$ cat config.mk
export PLATFORM = sky130hd
export DESIGN_NAME = vlsc_ram
export DESIGN_NICKNAME = d
export VERILOG_FILES = /design/src/rtl/vlsc_ram.sv
export SDC_FILE = /design/constraint.sdc
export NUM_CORES = 1
export LEC_CHECK = 0
export BUFFER_PORTS_ARGS = -buffer_cell sky130_fd_sc_hd__clkbuf_2
export CAP_MARGIN = 0
export CORE_MARGIN = 5
export CORE_UTILIZATION = 25
export CTS_BUF_LIST = sky130_fd_sc_hd__clkbuf_8
export DETAILED_ROUTE_END_ITERATION = 8
export HOLD_SLACK_MARGIN = 0.06
export PLACE_DENSITY = 0.52
export SLEW_MARGIN = 15
export SYNTH_ARGS = -nofsm -noshare
export SYNTH_HDL_FRONTEND = slang
export SYNTH_SLANG_ARGS = --single-unit
$ cat constraint.sdc
create_clock -name clock -period 1.6 [get_ports clock]
set_input_delay 0.16 -clock clock [delete_from_list [all_inputs] [get_ports clock]]
set_output_delay 0.16 -clock clock [all_outputs]
set_load 0.01 [all_outputs]
$ cat src/rtl/vlsc_ram.sv
// ----------------------------------------------------------------------------
// vlsc_ram
// Generic single-port-write, single-port-read RAM with registered read data.
// ----------------------------------------------------------------------------
module vlsc_ram #(
   parameter int WIDTH = 8,
   parameter int DEPTH = 16
) (
   input  logic                                     clock,
   input  logic                                     wr_en,
   input  logic [((DEPTH > 1) ? $clog2(DEPTH) : 1)-1:0] wr_addr,
   input  logic [WIDTH-1:0]                         wr_data,
   input  logic                                     rd_en,
   input  logic [((DEPTH > 1) ? $clog2(DEPTH) : 1)-1:0] rd_addr,
   output logic [WIDTH-1:0]                         rd_data
);

   logic [WIDTH-1:0] mem_ff [DEPTH];
   logic [WIDTH-1:0] rd_data_ff;

   always_ff @(posedge clock) begin
      if (wr_en) begin
         mem_ff[wr_addr] <= wr_data;
      end
      if (rd_en) begin
         rd_data_ff <= mem_ff[rd_addr];
      end
   end

   assign rd_data = rd_data_ff;

endmodule

==> impl_metrics.ini, run 1 <==
[power_and_ir_drop]
worst_ir_drop_vdd_uv = 764
power_leakage_nw = 2.11
power_per_cell_area_nw_per_um2 = 1210

[timing]
report.final.setup_viol = 0
final_number_of_hold_violating_endpoints = 0
grt_setup_unrepaired = no
timing.fmax_mhz = 654
tns_ns = 0
actual_slew_at_the_worst_max_slew_pin_ns = 0.799
final_max_slew_viol_count = 0
final_min_period_over_clock_period_pct = 95.6
finalWorstPathRequiredPeriod_ns = 1.53
clock_skew_ns = 0.0151
max_slew_margin_pct = 46.5

[clock_tree]
clockRootBuffer = sky130_fd_sc_hd__clkbuf_8
htree_levels = 4
clkSinkCount = 136
worst_setup_hold_path_clk_slew_ns = 0.08
cts_setup_buffers = 0
cts_inserted_buffers = 17
worstSkewPairLatency_ns = 0.44
tritoncts_clock_tree = yes
ctsLongestPathBuffers = 2

[critical_path]
timing_worst_setup_path_type = reg -> reg
critPathCaptureType = register
critical_path_data_arrival_time_ns = 1.72
timing.critical_path.required_ns = 1.79
critical_path_fanouts_max = 1
setup_slack_of_the_most_critical_reg_to_reg_path_ns = 0.07
crit_path_start_kind = register

[route]
detailroute.via_count = 2445
post_drt_wl_per_cell_um = 18.8
drc = 0
drtPass1Iterations = 4
detail-route-antenna-nets = 0
1st_iter_drt_viols = 228
finalWirelength_mm = 10.9
via_per_instance_ratio = 4.23

[global_routing]
first_global_vias = 2620
grt_pass1_wl_mm = 16.7
grt_start_max_net_pins = 19
overflow = 0
number_of_antenna_violations_at_the_first_check_in_global_routing = 0
grtUsageTotal_pct = 9.61

[logic_synthesis]
synth_largest_type_area_fraction_pct = 78.1
syn_inst_count = 229
postSynthRegisterBits = 136
netlist_top_cells_area = sky130_fd_sc_hd__edfxtp_1 78%, sky130_fd_sc_hd__mux4_2 7.8%, sky130_fd_sc_hd__mux4_1 7.0%
synth_area_per_cell_um2 = 22.8
synth_cell_type_count = 18
netlist_area_before_placement_um2 = 5230
synth-seq-area-share_pct = 78.1
syn-num-nets = 248
yosysTopAreaCell = sky130_fd_sc_hd__edfxtp_1
synth_warnings = 0

[place]
post-dp-hpwl_mm = 7.09
dp.cells = 546
gp_congestion = 0.725
io_buffers = 26

[finish]
fin_util_pct = 30.5
most_frequent_cells_in_the_layout = 136 x sky130_fd_sc_hd__edfxtp_1, 26 x sky130_fd_sc_hd__clkbuf_2, 22 x sky130_fd_sc_hd__buf_4, 18 x sky130_fd_sc_hd__mux4_2, 17 x sky130_fd_sc_hd__clkbuf_8
area_delta_synth_final_pct = 21.4
leading_cell_type_in_the_layout_fill_and_taps_excluded = sky130_fd_sc_hd__edfxtp_1
nets = 309
share_of_final_layout_standard_cells_stronger_than_drive_strength_1_pct = 34.3
diodes_inserted = 0
layoutNonFillerInstCount = 578

[die]
initial_util_pct = 25.1
io_pins = 27
die_footprint_um2 = 23900
fp.dieW_um = 155
die_height_um = 155
rows = 53
fp.coreArea_um2 = 20800

[hold_path]
hold_class = in -> reg

[run]
max_cap_viol_count = 0

[run_status]
outcome = completed
## power breakdown
group	leakage [nW]	internal, W	switching, W	total [W]
sequential	1.24	0.00401	0.0000237	0.00403
combinational	0.634	0.000176	0.000229	0.000405
clock	0.236	0.00199	0.00128	0.00327
total	2.11	0.00618	0.00153	0.00771
## per-layer routing
metal | up-vias | global-route usage, % | routed length [um]
li1 | 1102 | - | -
met1 | 1279 | 13.9 | 5230
met2 | 52 | 13.9 | 4960
met3 | 12 | 2.88 | 610
met4 | 0 | 3.03 | 76
met5 | - | 0 | 0
## cells by family (layout without fill, tap and decap cells)
kind of cell | Yosys count | in the layout | synth area share (%)
compound gates | 16 | 16 | 2.30
buf+inv | 10 | 84 | 1.65
flops | 136 | 136 | 78.1
mux | 32 | 32 | 14.8
simple gates | 35 | 35 | 3.14
## cell type report
| class | count | area [um^2] |
|---|---|---|
| fillers | 2038 | 14500 |
| flip-flops and latches | 136 | 4080 |
| multi-input cells | 83 | 1080 |
| repair buffers | 52 | 375 |
| well taps | 275 | 344 |
| clock buffers | 17 | 234 |
| clock inverters | 15 | 234 |
## flip-flops by register name (all words and copies together), names as in the netlist
register,cells
mem_ff,128
rd_data,8
## worst max-delay path, cell delays in order (launching register included)
cell and delay, ns:
sky130_fd_sc_hd__edfxtp_1 0.37, sky130_fd_sc_hd__mux4_1 0.53, sky130_fd_sc_hd__a22oi_2 0.29, sky130_fd_sc_hd__nand2_1 0.08
## cell usage after synthesis
cell type / number
sky130_fd_sc_hd__nor2b_1: 1
sky130_fd_sc_hd__mux4_2: 18
sky130_fd_sc_hd__mux4_1: 14
sky130_fd_sc_hd__or3b_2: 1
sky130_fd_sc_hd__and2_1: 1
sky130_fd_sc_hd__buf_2: 3
sky130_fd_sc_hd__clkdlybuf4s25_2: 3
sky130_fd_sc_hd__nor3_1: 4
sky130_fd_sc_hd__nand2b_1: 2
sky130_fd_sc_hd__a22oi_1: 16
sky130_fd_sc_hd__nand2_1: 9
sky130_fd_sc_hd__and2b_1: 1
sky130_fd_sc_hd__buf_6: 3
sky130_fd_sc_hd__nand3_1: 1
sky130_fd_sc_hd__buf_4: 1
sky130_fd_sc_hd__nor2_1: 13
sky130_fd_sc_hd__edfxtp_1: 136
sky130_fd_sc_hd__nand3b_1: 2
## metrics by stage
stage | setup slack [ns] | cell area (um^2) | power [W] | hold WS, ns
after floorplan | 0.158 | 5230 | 0.00432 | 0.259
after global placement | -0.218 | 5870 | 0.00452 | 0.574
after detailed placement | -0.210 | 5870 | 0.00453 | 0.607
after CTS | 0.0365 | 6340 | 0.00779 | 0.134
after global routing | 0.00798 | 6350 | 0.00803 | 0.131
final | 0.0700 | 6350 | 0.00771 | 0.139
## worst paths after layout
path / startpoint / to / depth (start not counted)
max: mem_ff[1][2]$_DFFE_PP_ / rd_data[2]$_DFFE_PP_ / 3
min: rd_en / rd_data[0]$_DFFE_PP_ / 1
max reg2reg: mem_ff[1][2]$_DFFE_PP_ / rd_data[2]$_DFFE_PP_ / 3
min reg2reg: mem_ff[15][3]$_DFFE_PP_ / rd_data[3]$_DFFE_PP_ / 3
## what timing repair did
action,CTS,global route
setup endpoints to repair,1,2
pin swaps,0,0
gates resized for setup,1,2
hold buffers,0,0
Power figures use the tool's default switching activity.
==> inputs of run 2 (changes only) <==
Settings changed: ABC_AREA from default to 1, GPL_TIMING_DRIVEN from default to 0.
==> run 2 against run 1 <==
  * Synthesized cell count grew 140%
  * Clock power fell by 15%
  * Cell count grew 60%
  * Global-route usage increased by 2.0 points
  * Sequential share of layout area is 3.8 points lower
  * Critical path type is now in -> reg
  * Critical endpoint is now mem_ff[4][2]$_DFFE_PP_
  * Largest cell class unchanged
==> impl_metrics.ini, run 2 <==
[finish]
diodes_inserted = 0
most_frequent_cells_in_the_layout = 173 x sky130_fd_sc_hd__nand2_1, 136 x sky130_fd_sc_hd__edfxtp_1, 100 x sky130_fd_sc_hd__inv_1, 97 x sky130_fd_sc_hd__nand3_1, 23 x sky130_fd_sc_hd__clkbuf_2
nets = 612
leading_cell_type_in_the_layout_fill_and_taps_excluded = sky130_fd_sc_hd__nand2_1
filler_cell_count = 2448
largest_register_ff_count = 128
area_delta_synth_final_pct = 15.3
max_flop_register = mem_ff
share_of_final_layout_standard_cells_stronger_than_drive_strength_1_pct = 12.9
layoutNonFillerInstCount = 924

[power_and_ir_drop]
share_comb_of_total_power_pct = 7.3
intPower_w = 0.00554
seq_power_share_pct = 54.9
power.clock.fraction_pct = 37.8
power_per_cell_area_nw_per_um2 = 1090
sw_frac_of_total_pct = 24.4
worst_ir_drop_vdd_uv = 522
power.net_switching_w = 0.00179
power_leakage_nw = 2.82

[timing]
report.final.setup_viol = 0
fin_worst_hold_slack_ns = 0.0715
final_min_period_over_clock_period_pct = 79.0
finalWorstSetupSlack_ns = 0.337
max_slew_margin_pct = 31.7
finalWorstPathRequiredPeriod_ns = 1.26
clock_skew_ns = 0.0155
final_max_slew_viol_count = 0
final_number_of_hold_violating_endpoints = 0
timing.fmax_mhz = 792
grt_setup_unrepaired = no
actual_slew_at_the_worst_max_slew_pin_ns = 1.02

[global_routing]
grt_pass1_wl_mm = 22.4
first_global_vias = 3565
grtUsageTotal_pct = 11.7
overflow = 0
grt_start_max_net_pins = 17
number_of_antenna_violations_at_the_first_check_in_global_routing = 0

[route]
met1Wirelength_mm = 7.23
drtPass1Iterations = 6
1st_iter_drt_viols = 311
maxUsedRoutingLayer = met4
finalWirelength_mm = 14.7
detailroute.via_count = 3689
wl_met2_mm = 6.47
met3WireLength_um = 854
detail-route-antenna-nets = 0
post_drt_wl_per_cell_um = 15.9
via_per_instance_ratio = 3.99
drc = 0

[hold_path]
hold_class = in -> reg

[clock_tree]
clkSinkCount = 136
cts_inserted_buffers = 17
tritoncts_clock_tree = yes
clockRootBuffer = sky130_fd_sc_hd__clkbuf_8
worstSkewPairLatency_ns = 0.45
htree_levels = 4
cts_setup_buffers = 0
postCtsHoldBufs = 0
ctsResizeCount = 0
worst_setup_hold_path_clk_slew_ns = 0.07
ctsLongestPathBuffers = 2

[die]
fp.dieW_um = 163
io_pins = 27
die_footprint_um2 = 26500
die_height_um = 163
initial_util_pct = 25.1
rows = 56
fp.coreArea_um2 = 23300

[critical_path]
critical_path_fanouts_max = 8
critPathCaptureType = register
timing.critical_path.required_ns = 1.66
crit_path_start_kind = input port
timing_worst_setup_path_type = in -> reg
critical_path_data_arrival_time_ns = 1.32

[logic_synthesis]
synth_area_per_cell_um2 = 10.6
yosysMostFrequentCell = sky130_fd_sc_hd__nand2_1
synth-seq-area-share_pct = 69.8
synth_warnings = 0
synth_cell_type_count = 11
netlist_area_before_placement_um2 = 5850
postSynthRegisterBits = 136
syn-num-nets = 570
synth_largest_type_area_fraction_pct = 69.8
synth.top_cells.by_count = 173 x sky130_fd_sc_hd__nand2_1, 136 x sky130_fd_sc_hd__edfxtp_1, 100 x sky130_fd_sc_hd__inv_1
async_reset_ff_share_pct = 0
synthFlopType = sky130_fd_sc_hd__edfxtp_1
synth-edff-count = 136
yosysTopAreaCell = sky130_fd_sc_hd__edfxtp_1
syn_inst_count = 551
netlist_top_cells_area = sky130_fd_sc_hd__edfxtp_1 70%, sky130_fd_sc_hd__nand2_1 11%, sky130_fd_sc_hd__nand3_1 8.3%

[place]
gp_congestion = 0.840
dp_slack_ns = -0.107
post-dp-hpwl_mm = 9.95
io_buffers = 23
dp.cells = 893

[run]
max_cap_viol_count = 0

[run_status]
outcome = completed
## run 2: changes by cell type after synthesis, moves of 4 or more
| cell | change |
|---|---|
| sky130_fd_sc_hd__mux4_2 | -18 |
| sky130_fd_sc_hd__nand3_1 | +96 |
| sky130_fd_sc_hd__buf_2 | +10 |
| sky130_fd_sc_hd__inv_1 | +100 |
| sky130_fd_sc_hd__nor3_1 | -4 |
| sky130_fd_sc_hd__nor2_1 | +4 |
| sky130_fd_sc_hd__nand2_1 | +164 |
| sky130_fd_sc_hd__mux4_1 | -14 |
| sky130_fd_sc_hd__a22oi_1 | -16 |
## run 2: worst paths after layout
check | start | slack (ns) | depth (start not counted) | to
max | wr_addr[3] | 0.34 | 3 | mem_ff[4][2]$_DFFE_PP_
min | rd_en | 0.07 | 1 | rd_data[1]$_DFFE_PP_
max reg2reg | mem_ff[6][3]$_DFFE_PP_ | 0.38 | 6 | rd_data[3]$_DFFE_PP_
min reg2reg | mem_ff[0][2]$_DFFE_PP_ | 0.85 | 6 | rd_data[2]$_DFFE_PP_
## run 2: critical path, stage by stage
cell	delay, ns
sky130_fd_sc_hd__clkbuf_2	0.10
sky130_fd_sc_hd__nand3b_1	0.26
sky130_fd_sc_hd__nor2_1	0.80
## run 2: cell type report
| type | count | area, um^2 | share of cell area (%) |
|---|---|---|---|
| inverter | 102 | 383 | 5.68 |
| clock inverter | 14 | 148 | 2.19 |
| multi-input combinational | 289 | 1210 | 18.0 |
| timing repair buffer | 23 | 115 | 1.71 |
| sequential | 136 | 4080 | 60.6 |
| buffer | 24 | 166 | 2.47 |
| tap | 319 | 399 | 5.92 |
| clock buffer | 17 | 234 | 3.47 |
## run 2: power by group through the flow
stage,clock network (W),logic (W),registers [W]
global placement,0,0.000533,0.00411
floorplan,0,0.000281,0.00411
finish,0.00277,0.000532,0.00403
global route,0.00298,0.000597,0.00403
detailed placement,0,0.000537,0.00411
CTS,0.00281,0.000539,0.00403
## run 2: per-layer routing
| metal | vias to the layer above | track usage, % |
|---|---|---|
| met5 | - | 0 |
| met4 | 0 | 3.09 |
| met3 | 12 | 2.91 |
| met2 | 113 | 17.3 |
| met1 | 1698 | 17.0 |
| li1 | 1866 | - |
## run 2: through the flow
step	util [%]	setup TNS, ns	area, um^2	power, W
floorplan	-	0	5850	0.00440
detailed placement	27.3	-1.73	6360	0.00465
global placement	27.3	-1.05	6360	0.00464
global route	29.0	0	6740	0.00761
CTS	29.0	0	6740	0.00738
finish	29.0	0	6740	0.00733
## run 2: logic make-up (layout without fill, tap and decap cells)
kind of cell | count (synthesis) | count (layout) | synth area share, %
and+or+nand+nor | 289 | 289 | 20.8
buffers and inverters | 126 | 180 | 9.39
DFF | 136 | 136 | 69.8
==> inputs of run 3 (changes only) <==
Clock period 1.6 ns to 1.15 ns, I/O delays scaled along.
==> run 3 against run 2 <==
  * Clock skew increased by 0.0041 ns
  * Sequential power rose by 39%
  * Critical path type is now reg -> reg
  * Core utilization increased by 0.73 points
  * Sequential share of layout area fell by 1.5 points
  * Combinational power is 51% higher
  * Non-clock buffer count grew 1
  * Register-to-register slack worse by 0.37 ns
  * Critical path depth increased by 3
  * Power grew 40%
  * Wire length increased by 0.96%
  * Largest cell class unchanged
  * First-iteration DRC count grew 12%
==> impl_metrics.ini, run 3 (synthesis results as in run 2) <==
[die]
die_footprint_um2 = 26500
fp.dieW_um = 163
fp.coreArea_um2 = 23300
rows = 56
io_pins = 27
initial_util_pct = 25.1
die_height_um = 163

[timing]
max_slew_margin_pct = 39.2
clock_skew_ns = 0.0196
finalWorstPathRequiredPeriod_ns = 1.14
actual_slew_at_the_worst_max_slew_pin_ns = 0.908
tns_ns = 0
final_min_period_over_clock_period_pct = 98.7
final_max_slew_viol_count = 0
report.final.setup_viol = 0
grt_setup_unrepaired = yes
timing.fmax_mhz = 881
final_number_of_hold_violating_endpoints = 0
finalWorstSetupSlack_ns = 0.0148

[clock_tree]
clkSinkCount = 136
clockRootBuffer = sky130_fd_sc_hd__clkbuf_8
ctsLongestPathBuffers = 2
tritoncts_clock_tree = yes
htree_levels = 4
cts_inserted_buffers = 17
worstSkewPairLatency_ns = 0.46
worst_setup_hold_path_clk_slew_ns = 0.09
cts_setup_buffers = 0

[power_and_ir_drop]
power.clock.fraction_pct = 37.6
power_per_cell_area_nw_per_um2 = 1480
intPower_w = 0.00773
worst_ir_drop_vdd_uv = 727
sw_frac_of_total_pct = 24.6
power.net_switching_w = 0.00253
seq_power_share_pct = 54.6
share_comb_of_total_power_pct = 7.8
power_leakage_nw = 2.88

[hold_path]
hold_class = in -> reg
hold_path_end = mem_ff[6][1]$_DFFE_PP_
hold_start = wr_data[1]
hold_depth = 1

[global_routing]
number_of_antenna_violations_at_the_first_check_in_global_routing = 0
grt_start_max_net_pins = 17
grt_pass1_wl_mm = 22.4
grtUsageTotal_pct = 11.6
first_global_vias = 3571
overflow = 0

[route]
finalWirelength_mm = 14.9
post_drt_wl_per_cell_um = 16.1
detail-route-antenna-nets = 0
drtPass1Iterations = 4
drc = 0
via_per_instance_ratio = 4.03
1st_iter_drt_viols = 349
detailroute.via_count = 3732

[finish]
max_flop_register = mem_ff
leading_cell_type_in_the_layout_fill_and_taps_excluded = sky130_fd_sc_hd__nand2_1
area_delta_synth_final_pct = 18.2
most_frequent_cells_in_the_layout = 164 x sky130_fd_sc_hd__nand2_1, 136 x sky130_fd_sc_hd__edfxtp_1, 100 x sky130_fd_sc_hd__inv_1, 72 x sky130_fd_sc_hd__nand3_1, 25 x sky130_fd_sc_hd__nand3_2
diodes_inserted = 0
largest_register_ff_count = 128
fin_util_pct = 29.7
nets = 613
share_of_final_layout_standard_cells_stronger_than_drive_strength_1_pct = 19.3

[critical_path]
worst_r2r_startpoint = mem_ff[9][5]$_DFFE_PP_
setup_slack_of_the_most_critical_reg_to_reg_path_ns = 0.01
critical_path_fanouts_max = 1
r2r_end = rd_data[5]$_DFFE_PP_
worst-r2r-cell-count = 6
critPathCaptureType = register
timing.critical_path.required_ns = 1.34
crit_path_start_kind = register
timing_worst_setup_path_type = reg -> reg
critical_path_data_arrival_time_ns = 1.33

[place]
dp_slack_ns = -0.512
io_buffers = 23
post-dp-hpwl_mm = 9.95
gp_congestion = 0.840

[run]
max_cap_viol_count = 0

[run_status]
outcome = completed
run 3: changes by cell type in the layout (fill, tap and decap cells not counted):
cell / change
sky130_fd_sc_hd__nand3_2: +25
sky130_fd_sc_hd__nor2_2: +5
sky130_fd_sc_hd__dlygate4sd3_1: +1
sky130_fd_sc_hd__nand2_1: -9
sky130_fd_sc_hd__nand2_2: +9
sky130_fd_sc_hd__nand3_1: -25
sky130_fd_sc_hd__nor2_1: -5
run 3: worst max-delay path by stage:
stage / startpoint / cells past startpoint / end / slack [ns]
after floorplan: wr_addr[3] / 2 / mem_ff[4][0]$_DFFE_PP_ / 0.08
after global placement: wr_addr[3] / 3 / mem_ff[4][1]$_DFFE_PP_ / -0.48
after detailed placement: wr_addr[3] / 3 / mem_ff[4][3]$_DFFE_PP_ / -0.51
after CTS: mem_ff[10][2]$_DFFE_PP_ / 6 / rd_data[2]$_DFFE_PP_ / -0.01
after global routing: mem_ff[7][5]$_DFFE_PP_ / 6 / rd_data[5]$_DFFE_PP_ / -0.06
final: mem_ff[9][5]$_DFFE_PP_ / 6 / rd_data[5]$_DFFE_PP_ / 0.01
run 3: power groups by stage:
stage	clock (W)	combinational (W)	sequential, W
4_1_cts	0.00391	0.000771	0.00560
5_1_grt	0.00414	0.000885	0.00561
2_1_floorplan	0	0.000391	0.00573
3_5_place_dp	0	0.000748	0.00572
3_3_place_gp	0	0.000742	0.00571
6_report	0.00385	0.000801	0.00560
run 3: repair_timing:
item / CTS / global route
hold buffers: 1 / 0
pin swaps: 0 / 2
endpoints found under the hold margin: 8 / 0
gates resized for setup: 12 / 27
setup endpoints to repair: 15 / 35
run 3: layer usage:
| layer | vias to the layer above | wire length [um] | GRT usage [%] |
|---|---|---|---|
| met2 | 90 | 6610 | 17.3 |
| met3 | 13 | 734 | 2.86 |
| li1 | 1871 | - | - |
| met4 | 0 | 173 | 3.09 |
| met5 | - | 0 | 0 |
| met1 | 1758 | 7350 | 17.0 |
run 3: worst max-delay path, stage by stage (launching register included):
cell	delay [ns]
sky130_fd_sc_hd__edfxtp_1	0.37
sky130_fd_sc_hd__inv_1	0.06
sky130_fd_sc_hd__nand2_1	0.04
sky130_fd_sc_hd__nand3_1	0.13
sky130_fd_sc_hd__nand3_2	0.10
sky130_fd_sc_hd__nand3_2	0.10
sky130_fd_sc_hd__nand2_2	0.09
run 3: layout make-up:
class | instances | area, um^2
Timing Repair Buffer | 24 | 125
Clock inverter | 14 | 148
Multi-Input combinational cell | 289 | 1370
Clock buffer | 17 | 234
Tap cell | 319 | 399
Inverter | 102 | 383
Buffer | 24 | 166
Sequential cell | 136 | 4080
Fill cell | 2438 | 16300
run 3: per-stage QoR:
stage / total power (W) / hold slack, ns / cells / cell area [um^2]
finish: 0.0103 / 0.142 / 925 / 6910
global route: 0.0106 / 0.163 / 925 / 6910
global placement: 0.00646 / 0.480 / 893 / 6360
floorplan: 0.00612 / 0.214 / 551 / 5850
detailed placement: 0.00646 / 0.493 / 893 / 6360
CTS: 0.0103 / 0.144 / 925 / 6800
